File: config.mk
export PLATFORM = sky130hd
export DESIGN_NAME = chimera_cell_bond_generator
export DESIGN_NICKNAME = d
export VERILOG_FILES = /design/src/sv/cbg_pkg.sv /design/src/sv/cbg_front.sv /design/src/sv/cbg_queue.sv /design/src/sv/cbg_back.sv /design/src/sv/chimera_cell_bond_generator.sv
export SDC_FILE = /design/constraint.sdc
export NUM_CORES = 1
export LEC_CHECK = 0
export BUFFER_PORTS_ARGS = -buffer_cell sky130_fd_sc_hd__buf_2
export CAP_MARGIN = 30
export CELL_PAD_IN_SITES_DETAIL_PLACEMENT = 1
export CELL_PAD_IN_SITES_GLOBAL_PLACEMENT = 2
export CORE_MARGIN = 3
export CORE_UTILIZATION = 44
export CTS_CLUSTER_SIZE = 14
export DETAILED_ROUTE_END_ITERATION = 6
export GPL_TIMING_DRIVEN = 0
export PLACE_DENSITY_LB_ADDON = 0.1
export RECOVER_POWER = 25
export SLEW_MARGIN = 5
export SYNTH_ARGS = -nofsm -noshare
export SYNTH_HDL_FRONTEND = slang
export SYNTH_SLANG_ARGS = --single-unit
File: constraint.sdc
create_clock -name clk -period 12.5 [get_ports clk]
set_clock_uncertainty 0.2 [all_clocks]
set_input_delay 0.625 -clock clk [delete_from_list [all_inputs] [get_ports clk]]
set_output_delay 0.625 -clock clk [all_outputs]
set_load 0.02 [all_outputs]
File: src/sv/cbg_pkg.sv
// Shared types and constants for the Chimera cell bond generator.
// Depends on nothing; every other file imports it.
package cbg_pkg;

    // Design limits
    localparam int MAX_GRID  = 16;
    localparam int MAX_SHORE = 7;

    // Field widths fixed by the interface
    localparam int COORD_W    = 4;
    localparam int GRID_W     = 5;
    localparam int SHORE_W    = 3;
    localparam int SITE_W     = 12;
    localparam int COUPLING_W = 32;
    localparam int CFG_IDX_W  = 4;
    localparam int CFG_DATA_W = 32;
    // cols * row + col
    localparam int CELL_IDX_W = GRID_W + COORD_W;

    // Command queue between front and back
    localparam int QDEPTH = 2;
    localparam int QPTR_W = (QDEPTH > 1) ? $clog2(QDEPTH) : 1;
    localparam int QCNT_W = $clog2(QDEPTH + 1);

    // Configuration register indexes
    typedef enum logic [CFG_IDX_W-1:0] {
        CFG_GRID_COLS     = 4'd0,
        CFG_GRID_ROWS     = 4'd1,
        CFG_SHORE_SIZE    = 4'd2,
        CFG_COUPLING_BITS = 4'd3
    } cfg_index_t;

    // Input beat
    typedef struct packed {
        logic [COORD_W-1:0] cell_row;
        logic [COORD_W-1:0] cell_col;
    } cbg_in_t;

    // Output beat
    typedef struct packed {
        logic [SITE_W-1:0]     site_a;
        logic [SITE_W-1:0]     site_b;
        logic [COUPLING_W-1:0] coupling;
        logic                  last;
        logic                  bad_cell;
    } cbg_out_t;

    // Configuration register file
    typedef struct packed {
        logic [GRID_W-1:0]     grid_cols;
        logic [GRID_W-1:0]     grid_rows;
        logic [SHORE_W-1:0]    shore_size;
        logic [COUPLING_W-1:0] coupling_bits;
    } cbg_cfg_t;

    // Classified cell handed from front to back
    typedef struct packed {
        logic               bad;          // cell outside grid
        logic [SITE_W-1:0]  base;         // first spin of the cell
        logic [SHORE_W-1:0] shore;        // saturated shore size, nonzero unless bad
        logic               has_down;     // cell below exists
        logic               has_right;    // cell to the right exists
        logic [SITE_W-1:0]  stride_down;  // spins per grid row of cells
    } cbg_cmd_t;

    // Back sequencer states
    typedef enum logic [2:0] {
        BK_IDLE,
        BK_BAD,
        BK_INNER,
        BK_DOWN,
        BK_RIGHT
    } bk_state_t;

endpackage

File: src/sv/cbg_front.sv
// Front end: accepts cells, checks them against the grid and builds commands.
// Depends on cbg_pkg; feeds cbg_queue.
module cbg_front (
    input  logic              clk,
    input  logic              rst_n,
    input  cbg_pkg::cbg_cfg_t cfg,
    input  logic              cell_valid,
    output logic              cell_ready,
    input  cbg_pkg::cbg_in_t  coord,
    output logic              cmd_valid,
    input  logic              cmd_ready,
    output cbg_pkg::cbg_cmd_t cmd
);
    import cbg_pkg::*;

    logic [GRID_W-1:0]     cols_sat;
    logic [GRID_W-1:0]     rows_sat;
    logic [SHORE_W-1:0]    shore_sat;
    logic [SHORE_W:0]      two_s;

    logic                  s1_valid_reg, s1_valid_next;
    logic                  s1_bad_reg;
    logic                  s1_down_reg;
    logic                  s1_right_reg;
    logic [CELL_IDX_W-1:0] s1_idx_reg;

    logic                  bad_now;
    logic                  push_needed;
    logic                  s1_done;
    logic                  accept;

    // Saturate configuration to the design limits
    always_comb
    begin
        cols_sat  = (32'(cfg.grid_cols) > MAX_GRID) ? GRID_W'(MAX_GRID) : cfg.grid_cols;
        rows_sat  = (32'(cfg.grid_rows) > MAX_GRID) ? GRID_W'(MAX_GRID) : cfg.grid_rows;
        shore_sat = (32'(cfg.shore_size) > MAX_SHORE) ? SHORE_W'(MAX_SHORE)
                                                      : cfg.shore_size;
        two_s     = {shore_sat, 1'b0};
    end

    // Stage 1 classification on the incoming cell
    assign bad_now = ({1'b0, coord.cell_row} >= rows_sat) ||
                     ({1'b0, coord.cell_col} >= cols_sat);

    // A zero-shore cell inside the grid yields nothing and is dropped here
    assign push_needed = s1_bad_reg || (shore_sat != '0);
    assign s1_done     = s1_valid_reg && (!push_needed || cmd_ready);
    assign cell_ready  = !s1_valid_reg || s1_done;
    assign accept      = cell_valid && cell_ready;

    always_comb
    begin
        s1_valid_next = s1_valid_reg;
        if (accept)
        begin
            s1_valid_next = 1'b1;
        end
        else if (s1_done)
        begin
            s1_valid_next = 1'b0;
        end
    end

    always_ff @(posedge clk or negedge rst_n)
    begin
        if (!rst_n)
        begin
            s1_valid_reg <= 1'b0;
        end
        else
        begin
            s1_valid_reg <= s1_valid_next;
        end
    end

    // Stage 1 payload: bad flag, neighbour flags and cell number within the grid
    always_ff @(posedge clk)
    begin
        if (accept)
        begin
            s1_bad_reg   <= bad_now;
            s1_down_reg  <= ({1'b0, coord.cell_row} != (rows_sat - GRID_W'(1)));
            s1_right_reg <= ({1'b0, coord.cell_col} != (cols_sat - GRID_W'(1)));
            s1_idx_reg   <= CELL_IDX_W'(cols_sat) * CELL_IDX_W'(coord.cell_row) +
                            CELL_IDX_W'(coord.cell_col);
        end
    end

    // Stage 2: spin offsets, pushed straight into the queue
    always_comb
    begin
        cmd_valid       = s1_valid_reg && push_needed;
        cmd.bad         = s1_bad_reg;
        cmd.base        = SITE_W'(s1_idx_reg) * SITE_W'(two_s);
        cmd.shore       = shore_sat;
        cmd.has_down    = s1_down_reg;
        cmd.has_right   = s1_right_reg;
        cmd.stride_down = SITE_W'(cols_sat) * SITE_W'(two_s);
    end

endmodule

File: src/sv/cbg_queue.sv
// Short command queue that decouples the front end from the bond sequencer.
// Depends on cbg_pkg.
module cbg_queue (
    input  logic              clk,
    input  logic              rst_n,
    input  logic              in_valid,
    output logic              in_ready,
    input  cbg_pkg::cbg_cmd_t in_cmd,
    output logic              out_valid,
    input  logic              out_ready,
    output cbg_pkg::cbg_cmd_t out_cmd
);
    import cbg_pkg::*;

    cbg_cmd_t          mem_reg [QDEPTH];
    logic [QPTR_W-1:0] wr_ptr_reg, wr_ptr_next;
    logic [QPTR_W-1:0] rd_ptr_reg, rd_ptr_next;
    logic [QCNT_W-1:0] count_reg, count_next;
    logic              push, pop;

    assign in_ready  = (count_reg != QCNT_W'(QDEPTH));
    assign out_valid = (count_reg != '0);
    assign push      = in_valid && in_ready;
    assign pop       = out_valid && out_ready;
    assign out_cmd   = mem_reg[rd_ptr_reg];

    // Pointer and fill count update
    always_comb
    begin
        wr_ptr_next = wr_ptr_reg;
        rd_ptr_next = rd_ptr_reg;
        count_next  = count_reg;
        if (push)
        begin
            wr_ptr_next = (wr_ptr_reg == QPTR_W'(QDEPTH - 1)) ? '0 : wr_ptr_reg + QPTR_W'(1);
        end
        if (pop)
        begin
            rd_ptr_next = (rd_ptr_reg == QPTR_W'(QDEPTH - 1)) ? '0 : rd_ptr_reg + QPTR_W'(1);
        end
        if (push && !pop)
        begin
            count_next = count_reg + QCNT_W'(1);
        end
        else if (pop && !push)
        begin
            count_next = count_reg - QCNT_W'(1);
        end
    end

    always_ff @(posedge clk or negedge rst_n)
    begin
        if (!rst_n)
        begin
            wr_ptr_reg <= '0;
            rd_ptr_reg <= '0;
            count_reg  <= '0;
        end
        else
        begin
            wr_ptr_reg <= wr_ptr_next;
            rd_ptr_reg <= rd_ptr_next;
            count_reg  <= count_next;
        end
    end

    // Storage
    always_ff @(posedge clk)
    begin
        if (push)
        begin
            mem_reg[wr_ptr_reg] <= in_cmd;
        end
    end

    // Fill count never passes the depth
    a_count_bound: assert property (@(posedge clk) disable iff (!rst_n)
        32'(count_reg) <= QDEPTH)
        else $error("queue count above depth");

    // Count tracks the pointer distance
    a_ptr_match: assert property (@(posedge clk) disable iff (!rst_n)
        (count_reg == '0 || count_reg == QCNT_W'(QDEPTH)) |-> (wr_ptr_reg == rd_ptr_reg))
        else $error("queue pointers disagree with count");

endmodule

File: src/sv/cbg_back.sv
// Back end: steps through one cell's bonds, one beat per cycle while the
// output is taken, into an output register. Depends on cbg_pkg; fed by cbg_queue.
module cbg_back (
    input  logic              clk,
    input  logic              rst_n,
    input  cbg_pkg::cbg_cfg_t cfg,
    input  logic              cmd_valid,
    output logic              cmd_ready,
    input  cbg_pkg::cbg_cmd_t cmd,
    output logic              bond_valid,
    input  logic              bond_ready,
    output cbg_pkg::cbg_out_t bond
);
    import cbg_pkg::*;

    bk_state_t          state_reg, state_next;
    cbg_cmd_t           cmd_reg;
    logic [SHORE_W-1:0] k_reg, k_next;
    logic [SHORE_W-1:0] l_reg, l_next;
    logic               bond_valid_reg, bond_valid_next;
    cbg_out_t           bond_reg, bond_next;

    logic               advance;
    logic               load;
    logic [SHORE_W-1:0] s_m1;
    logic               k_end, l_end;
    logic [SITE_W-1:0]  base_k;
    logic [SITE_W-1:0]  base_s;
    logic [SITE_W-1:0]  two_s;

    assign advance   = !bond_valid_reg || bond_ready;
    assign cmd_ready = (state_reg == BK_IDLE);
    assign load      = cmd_valid && cmd_ready;

    // Loop bounds and site arithmetic
    always_comb
    begin
        s_m1   = cmd_reg.shore - SHORE_W'(1);
        k_end  = (k_reg == s_m1);
        l_end  = (l_reg == s_m1);
        base_k = cmd_reg.base + SITE_W'(k_reg);
        base_s = cmd_reg.base + SITE_W'(cmd_reg.shore);
        two_s  = SITE_W'({cmd_reg.shore, 1'b0});
    end

    // Sequencer: next state and next beat
    always_comb
    begin
        state_next      = state_reg;
        k_next          = k_reg;
        l_next          = l_reg;
        bond_next       = bond_reg;
        bond_valid_next = bond_valid_reg && !bond_ready;

        bond_next.coupling = cfg.coupling_bits;
        bond_next.bad_cell = 1'b0;
        bond_next.last     = 1'b0;

        unique case (state_reg)
            BK_IDLE:
            begin
                bond_next = bond_reg;
                k_next    = '0;
                l_next    = '0;
                if (load)
                begin
                    state_next = cmd.bad ? BK_BAD : BK_INNER;
                end
            end
            BK_BAD:
            begin
                if (advance)
                begin
                    bond_next.site_a   = '0;
                    bond_next.site_b   = '0;
                    bond_next.coupling = '0;
                    bond_next.last     = 1'b1;
                    bond_next.bad_cell = 1'b1;
                    bond_valid_next    = 1'b1;
                    state_next         = BK_IDLE;
                end
                else
                begin
                    bond_next = bond_reg;
                end
            end
            BK_INNER:
            begin
                if (advance)
                begin
                    bond_next.site_a = base_k;
                    bond_next.site_b = base_s + SITE_W'(l_reg);
                    bond_next.last   = k_end && l_end && !cmd_reg.has_down && !cmd_reg.has_right;
                    bond_valid_next  = 1'b1;
                    if (l_end)
                    begin
                        l_next = '0;
                        if (k_end)
                        begin
                            k_next = '0;
                            priority if (cmd_reg.has_down)
                                state_next = BK_DOWN;
                            else if (cmd_reg.has_right)
                                state_next = BK_RIGHT;
                            else
                                state_next = BK_IDLE;
                        end
                        else
                        begin
                            k_next = k_reg + SHORE_W'(1);
                        end
                    end
                    else
                    begin
                        l_next = l_reg + SHORE_W'(1);
                    end
                end
                else
                begin
                    bond_next = bond_reg;
                end
            end
            BK_DOWN:
            begin
                if (advance)
                begin
                    bond_next.site_a = base_k;
                    bond_next.site_b = base_k + cmd_reg.stride_down;
                    bond_next.last   = k_end && !cmd_reg.has_right;
                    bond_valid_next  = 1'b1;
                    if (k_end)
                    begin
                        k_next     = '0;
                        state_next = cmd_reg.has_right ? BK_RIGHT : BK_IDLE;
                    end
                    else
                    begin
                        k_next = k_reg + SHORE_W'(1);
                    end
                end
                else
                begin
                    bond_next = bond_reg;
                end
            end
            BK_RIGHT:
            begin
                if (advance)
                begin
                    bond_next.site_a = base_s + SITE_W'(k_reg);
                    bond_next.site_b = base_s + SITE_W'(k_reg) + two_s;
                    bond_next.last   = k_end;
                    bond_valid_next  = 1'b1;
                    if (k_end)
                    begin
                        k_next     = '0;
                        state_next = BK_IDLE;
                    end
                    else
                    begin
                        k_next = k_reg + SHORE_W'(1);
                    end
                end
                else
                begin
                    bond_next = bond_reg;
                end
            end
            default:
            begin
                state_next = BK_IDLE;
            end
        endcase
    end

    // Control registers
    always_ff @(posedge clk or negedge rst_n)
    begin
        if (!rst_n)
        begin
            state_reg      <= BK_IDLE;
            k_reg          <= '0;
            l_reg          <= '0;
            bond_valid_reg <= 1'b0;
        end
        else
        begin
            state_reg      <= state_next;
            k_reg          <= k_next;
            l_reg          <= l_next;
            bond_valid_reg <= bond_valid_next;
        end
    end

    // Payload registers
    always_ff @(posedge clk)
    begin
        if (load)
        begin
            cmd_reg <= cmd;
        end
        bond_reg <= bond_next;
    end

    assign bond_valid = bond_valid_reg;
    assign bond       = bond_reg;

    // A bad-cell beat is the only one for its cell and carries zero fields
    a_bad_beat: assert property (@(posedge clk) disable iff (!rst_n)
        (bond_valid && bond.bad_cell) |->
            (bond.last && bond.site_a == '0 && bond.site_b == '0 && bond.coupling == '0))
        else $error("bad-cell beat malformed");

    // Loop counters stay inside the shore while enumerating
    a_counter_range: assert property (@(posedge clk) disable iff (!rst_n)
        (state_reg == BK_INNER || state_reg == BK_DOWN || state_reg == BK_RIGHT) |->
            (k_reg < cmd_reg.shore && l_reg < cmd_reg.shore))
        else $error("bond counter beyond shore size");

    // A good cell never reaches the sequencer with an empty shore
    a_shore_nonzero: assert property (@(posedge clk) disable iff (!rst_n)
        (load && !cmd.bad) |-> (cmd.shore != '0))
        else $error("empty-shore cell reached sequencer");

    // Leaving a bond phase for idle happens only on the beat marked last
    a_last_on_exit: assert property (@(posedge clk) disable iff (!rst_n)
        (state_reg != BK_IDLE && state_next == BK_IDLE) |=> (bond_valid && bond.last))
        else $error("cell finished without last beat");

endmodule

File: src/sv/chimera_cell_bond_generator.sv
// Top level of the Chimera cell bond generator: configuration registers,
// front end, command queue and bond sequencer. Depends on cbg_pkg and all cbg_* modules.
//
// Each accepted cell beat produces that cell's bonds as output beats, one per
// cycle while the output is taken: shore*shore internal bonds, plus shore
// vertical bonds unless the cell sits on the last row, plus shore horizontal
// bonds unless it sits in the last column, with last set on the final beat.
// After a cell's last beat the sequencer returns to idle to load the next
// command; a cell outside the grid yields a single bad_cell beat; a cell
// with shore size zero yields nothing and is dropped by the front end.
// With the sequencer free, an accepted cell is registered in stage 1 of the
// front end, pushed into the queue and loaded by the sequencer, and its
// first beat then goes into the output register. A two-entry queue lets
// the front end accept cells ahead while bonds are still going out.
// Configuration writes are always ready and must only be issued while the
// block is idle.
module chimera_cell_bond_generator (
    input  logic                              clk,
    input  logic                              rst_n,
    input  logic                              cfg_valid,
    output logic                              cfg_ready,
    input  logic [cbg_pkg::CFG_IDX_W-1:0]     cfg_index,
    input  logic [cbg_pkg::CFG_DATA_W-1:0]    cfg_data,
    input  logic                              cell_valid,
    output logic                              cell_ready,
    input  cbg_pkg::cbg_in_t                  coord,
    output logic                              bond_valid,
    input  logic                              bond_ready,
    output cbg_pkg::cbg_out_t                 bond
);
    import cbg_pkg::*;

    cbg_cfg_t cfg_reg, cfg_next;
    logic     fq_valid, fq_ready;
    cbg_cmd_t fq_cmd;
    logic     qb_valid, qb_ready;
    cbg_cmd_t qb_cmd;

    assign cfg_ready = 1'b1;

    // Register write decode
    always_comb
    begin
        cfg_next = cfg_reg;
        if (cfg_valid)
        begin
            unique case (cfg_index)
                CFG_GRID_COLS:     cfg_next.grid_cols     = cfg_data[GRID_W-1:0];
                CFG_GRID_ROWS:     cfg_next.grid_rows     = cfg_data[GRID_W-1:0];
                CFG_SHORE_SIZE:    cfg_next.shore_size    = cfg_data[SHORE_W-1:0];
                CFG_COUPLING_BITS: cfg_next.coupling_bits = cfg_data[COUPLING_W-1:0];
                default:           cfg_next = cfg_reg;
            endcase
        end
    end

    always_ff @(posedge clk or negedge rst_n)
    begin
        if (!rst_n)
        begin
            cfg_reg.grid_cols     <= GRID_W'(1);
            cfg_reg.grid_rows     <= GRID_W'(1);
            cfg_reg.shore_size    <= SHORE_W'(4);
            cfg_reg.coupling_bits <= '0;
        end
        else
        begin
            cfg_reg <= cfg_next;
        end
    end

    cbg_front u_front (
        .clk        (clk),
        .rst_n      (rst_n),
        .cfg        (cfg_reg),
        .cell_valid (cell_valid),
        .cell_ready (cell_ready),
        .coord      (coord),
        .cmd_valid  (fq_valid),
        .cmd_ready  (fq_ready),
        .cmd        (fq_cmd)
    );

    cbg_queue u_queue (
        .clk       (clk),
        .rst_n     (rst_n),
        .in_valid  (fq_valid),
        .in_ready  (fq_ready),
        .in_cmd    (fq_cmd),
        .out_valid (qb_valid),
        .out_ready (qb_ready),
        .out_cmd   (qb_cmd)
    );

    cbg_back u_back (
        .clk        (clk),
        .rst_n      (rst_n),
        .cfg        (cfg_reg),
        .cmd_valid  (qb_valid),
        .cmd_ready  (qb_ready),
        .cmd        (qb_cmd),
        .bond_valid (bond_valid),
        .bond_ready (bond_ready),
        .bond       (bond)
    );

endmodule
Yosys cells after proc, flatten, opt, wreduce, memory -nomap -nowiden --
Memories as Yosys holds them, arrays and structs flattened. Cells that the tools add are included.
Operators by class: add/sub/neg operators 16, $lt $le $gt $ge 4, equal/unequal tests 22, multiply operators 3, reduce and logical (&&, ||, !) cells 46, bitwise operators 1, multiplexer cells 43
Operators by type and width (count):
- $pmux W58 S5 | 1
- $mux W24 | 3
- $mux W58 | 1
- $mux W3 | 17
- $add A12 B3 Y12 | 4
- $mux W32 | 1
- $ne A2 B1 Y1 const B | 9
- $pmux W3 S5 | 1
- $add A12 B12 Y12 | 1
- $add A12 B4 Y12 | 1
- $logic_and A1 B1 Y1 | 12
- $mux W1 | 12
- $reduce_and A2 Y1 | 6
- $mul A9 B3 Y11 | 1
- $ge A4 B5 Y1 | 2
- $gt A5 B5 Y1 const B | 2
- $mux W5 | 2
- $ne A4 B5 Y1 | 2
- $sub A5 B1 Y5 const B | 2
- $add A9 B4 Y9 | 1
- $mul A5 B4 Y9 | 1
- $pmux W3 S3 | 1
- $reduce_and A9 Y1 | 1
- $eq A4 B2 Y1 const B | 2
- other kinds (27) | 49
Storage, ports and cells: memory bits (writable) 50, word-level logic and storage cells 162, memories 1, output and inout port bits 61, bits of input ports 49, flip-flop bits (word level) 159
Memories:
- u_queue.mem_reg | depth 2, width 25, rd ports 1, clocked after memory_dff 0, wr ports 1, RTL line cbg_queue.sv:15 | cbg_cmd_t mem_reg [QDEPTH];

Depth between registers and ports, before layout --
word-level depth 8, depth in mapped cells 17, depth with buffers taken out 17

By module --
From an unflattened synthesis, not the netlist that was laid out.
Unflattened totals: cell total of the unflattened synthesis 1120, area, all modules 13021.2 um^2
By module, submodules not included:
- cbg_back | seq. area each 2862.7 um^2, times used 1, area an instance 6109.6 um^2, cells each 592
- cbg_front | seq. area each 385.4 um^2, times used 1, area an instance 2662.6 um^2, cells each 315
- cbg_queue | seq. area each 1901.8 um^2, times used 1, area an instance 2384.8 um^2, cells each 111
- chimera_cell_bond_generator | seq. area each 1129.8 um^2, times used 1, area an instance 1864.3 um^2, cells each 102

Worst setup path before layout --
No wires, ideal clock.
path type register to register, start point reg cfg_reg[44] in the netlist's numbering, end point reg u_front.s1_idx_reg[8] (data pin), data arrival time 3649 ps, buffers on the path 1, slack 8394 ps, required time 12042 ps, period minus slack after synthesis 4106 ps, library setup time 258 ps, stages on the path, launching flop included 16, path through dfrtp_1 -> clkbuf_1 -> nor2b_1 -> nand2_1 -> fa_1 -> fa_1 -> fa_1 -> inv_1 -> ha_1 -> a21oi_1 -> o21bai_1 -> a21oi_1 -> nor2b_1 -> o21ai_0 -> nand2b_1 -> xnor2_1
On the way: cells in the longest elaborated chain, start to end 4
RTL lines:
- from (decl) | RTL line chimera_cell_bond_generator.sv:33 | cbg_cfg_t cfg_reg, cfg_next;
- from (signal assigned) | RTL line chimera_cell_bond_generator.sv:68 | cfg_reg <= cfg_next;
- $gt A5 B5 Y1 | RTL line cbg_front.sv:35 | cols_sat = (32'(cfg.grid_cols) > MAX_GRID) ? GRID_W'(MAX_GRID) : cfg.grid_cols;
- $mux W5 * | RTL line cbg_front.sv:35
- $mul A5 B4 Y9 * | RTL line cbg_front.sv:85 | s1_idx_reg <= CELL_IDX_W'(cols_sat) * CELL_IDX_W'(coord.cell_row) +
- $add A9 B4 Y9 * | RTL line cbg_front.sv:85
- to (signal assigned) | RTL line cbg_front.sv:85
- to (decl) | RTL line cbg_front.sv:25 | logic [CELL_IDX_W-1:0] s1_idx_reg;
Mark *: on every way between the ends. The rest lies on a longest branch, timed or not. A chain may end at the register's enable or synchronous reset.

Final worst setup path --
Ends and elaborated chain as after synthesis.

==> reports/metrics.cfg <==
[cts]
post_cts_resized=0
cts_buffer_depth=3
cts_tree=built
clk_pin_slew_worst_paths_ns=0.06
ctsHoldBuffers=0
cts_buffers=24
ctsRootBufferMaster=clkbuf_16
cts_setup_buffers=0
worstSkewPairLatency_ns=0.52
numClockSinks=204
cts.htree.levels=1

[worst_setup_path]
critical_path.max_stage_delay_ns=0.52
arrival_ns=4.69
path_class=register to register
crit_start=cfg_reg[44]$_DFFE_PN0P_
path_common_cell=fa_1
worstReg2RegStart=cfg_reg[44]$_DFFE_PN0P_
cp_slowest_cell=fa_1
crit_path_end_kind=register
cp.required_ns=12.57
path_cells=clkbuf_1 -> nor2b_1 -> nand2_1 -> fa_1 -> fa_1 -> fa_1 -> inv_1 -> ha_1 -> a21oi_1 -> o21bai_1 -> a21oi_1 -> nor2b_1 -> o21ai_0 -> nand2b_1 -> xnor2_1
startpoint_type=register
r2r_slack_ns=7.87
cp_max_fo=10

[routing]
drt-initial-drc-count=348
drtPass1Iterations=4
finalWirelength_um=27600
dr_total_vias=8039
routed_via_density=5.29
routedWlPerCell_um=18.2
ant_nets=0
route.detailed.drc=0

[synthesis]
synthArstFlopShare_pct=29.4
yosys_warnings=0
synth_seq_area_share_pct=49.5
synth_cell_types=68
syn_area_um2=11800
avgSynthCellArea_um2=11.4
postSynthCellCount=1029
ys_seq_elements=204
synth_edf_count=144
syn_nets=1175
synthFlopType=edfxtp_1

[timing]
rsz0062_at_grt=false
min_period_over_period_pct=37.0
relSlewSlack_pct=-130
setup_viol=0
hold-worst-slack_ns=0.103
worstMarginPinSlew_ns=3.45
slew_viol_final=61
finalSetupTns_ns=0
fmax_ghz=0.216
hold_viol_final=0
min_period_ns=4.63

[status]
violations=max-capacitance violations, max-slew violations
status=finished with violations

[hold_path]
min-delay-start=cell_valid
worstHoldPathType=input pin to register

[placed_design]
detailed_place_hpwl_um=21200
io_buffers=108
gp_congestion=0.853

[layout]
drive_above_1_share_pct=20.7
largest_register_ffs=58
synthToLayoutAreaGrowth_pct=15.3
antenna_cells=0
nets=1315

[floorplan]
ios=110
dieArea_um2=28800
coreArea_um2=26200
fp.dieH_um=170
start_util_pct=44.9
die_x_um=170
row_count=59

[grt]
antenna_found_initial=0
grt_pass1_wl_um=44900
grt_pass1_vias=8391
gr-usage-all-layers_pct=19.3
overflow=0
grt_max_degree=61

[pwr]
p_leak_nw=5.67
max-vdd-ir-drop_uv=119
p_per_area_nw_per_um2=283

[flow_run]
maxCapViolations=1

==> power breakdown <==
part / leakage, nW / internal (mW) / switching (mW)
sequential: 2.13 / 1.12 / 0.144
combinational: 3.18 / 0.726 / 1.18
clock: 0.363 / 0.388 / 0.277
==> layout make-up <==
| type | instances | area, µm² |
|---|---|---|
| multi-input cells | 707 | 5480 |
| inverters | 79 | 297 |
| plain buffers | 39 | 184 |
| well taps | 335 | 419 |
| flip-flops and latches | 204 | 5830 |
| fillers | 2826 | 12600 |
| clock buffers | 32 | 651 |
| repair buffers | 114 | 616 |
| clock inverters | 11 | 100 |
==> routing by layer <==
layer	part of all wire (%)	track usage [%]	up-vias	wire, µm
li1	-	-	3905	-
met1	44	25.3	3971	12200
met2	51	34.4	126	14000
met3	3.4	2.56	37	946
met4	1.7	4.37	0	482
met5	0	0	-	0
==> path summary, 6_finish.rpt <==
check                                                   end  cells after the start
max                         u_front.s1_idx_reg[8]$_DFFE_PP_                     15
min                        u_front.s1_valid_reg$_DFFE_PN0P_                      2
max reg2reg                 u_front.s1_idx_reg[8]$_DFFE_PP_                     15
min reg2reg                 u_queue.mem_reg[0][8]$_DFFE_PP_                      0
max in group asynchronous           cfg_reg[24]$_DFFE_PN0P_                      1
min in group asynchronous           cfg_reg[16]$_DFFE_PN0P_                      1
==> cell families after synthesis <==
kind of cell               share of synthesized area, %
AOI/OAI and AO/OA                                  9.33
xor gates and xnor gates                           6.32
adders and majority gates                          12.0
buffers and inverters                              4.08
DFF                                                49.5
muxes                                              7.12
other                                            0.0319
and+or+nand+nor                                    11.6
==> cell usage after synthesis (2+ instances only) <==
cell | instances | area [µm²]
nor2_1 | 77 | 289
xnor2_1 | 47 | 412
o22ai_1 | 45 | 282
nand2_1 | 88 | 330
o41ai_1 | 2 | 17.5
a32oi_1 | 2 | 17.5
o21bai_1 | 4 | 30.0
o211ai_1 | 2 | 15.0
buf_2 | 6 | 30.0
inv_1 | 79 | 297
nor3_1 | 12 | 60.1
ha_1 | 70 | 876
nand2b_1 | 14 | 87.6
buf_6 | 2 | 22.5
nor3_2 | 3 | 30.0
nand3_1 | 18 | 90.1
clkbuf_1 | 25 | 93.8
buf_1 | 2 | 7.51
mux2_2 | 70 | 788
fa_1 | 27 | 541
a21oi_2 | 2 | 17.5
a211oi_1 | 6 | 45.0
o21ai_0 | 39 | 195
a21o_1 | 14 | 105
buf_4 | 4 | 30.0
edfxtp_1 | 144 | 4320
dfrtp_1 | 57 | 1430
dfstp_2 | 3 | 78.8
a31oi_1 | 2 | 12.5
o21ai_1 | 3 | 15.0
and3_1 | 5 | 31.3
xor2_1 | 33 | 289
nor2b_1 | 19 | 119
a21oi_1 | 30 | 150
o2111ai_1 | 3 | 26.3
nand4b_1 | 2 | 17.5
mux2i_1 | 5 | 50.1
nor3b_1 | 3 | 22.5
and2_1 | 25 | 156
nand4_1 | 7 | 43.8
==> layout by cell type, fill, tap and decap left out, drive strengths merged, types with 3 or more instances in the layout <==
cell,n
edfxtp,144
buf,118
nand2,89
inv,80
nor2,78
mux2,70
ha,70
clkbuf,67
dfrtp,57
xnor2,48
o22ai,46
o21ai,43
xor2,34
a21oi,32
fa,27
and2,25
nor2b,19
nand3,19
a21o,15
nor3,15
nand2b,14
nand4,7
a211oi,7
clkinv,7
and3,5
mux2i,5
o21bai,4
o2111ai,3
nor3b,3
o211ai,3
o41ai,3
dfstp,3
==> metrics by stage <==
| stage | cell area [µm²] | std cells | utilization [%] | worst slack, ns | power (mW) |
|---|---|---|---|---|---|
| after floorplan | 11800 | 1029 | - | 8.39 | 2.62 |
| after CTS | 13600 | 1520 | 51.8 | 7.81 | 3.89 |
| after detailed placement | 12800 | 1477 | 49.0 | 7.86 | 3.20 |
| after global routing | 13600 | 1521 | 51.8 | 7.49 | 4.14 |
| final | 13600 | 1521 | 51.8 | 7.87 | 3.84 |
| after global placement | 12700 | 1472 | 48.6 | 7.86 | 3.11 |
==> critical path: cells and delay by family, from the launching register on <==
family                     cells  cell delay, ns
and+or+nand+nor                4            0.79
DFF                            1            0.41
AOI/OAI and AO/OA              4            0.70
adders and majority gates      4            1.86
buffers and inverters          2            0.28
xor gates and xnor gates       1            0.12
Note: power is estimated with default switching activity, not from simulation.
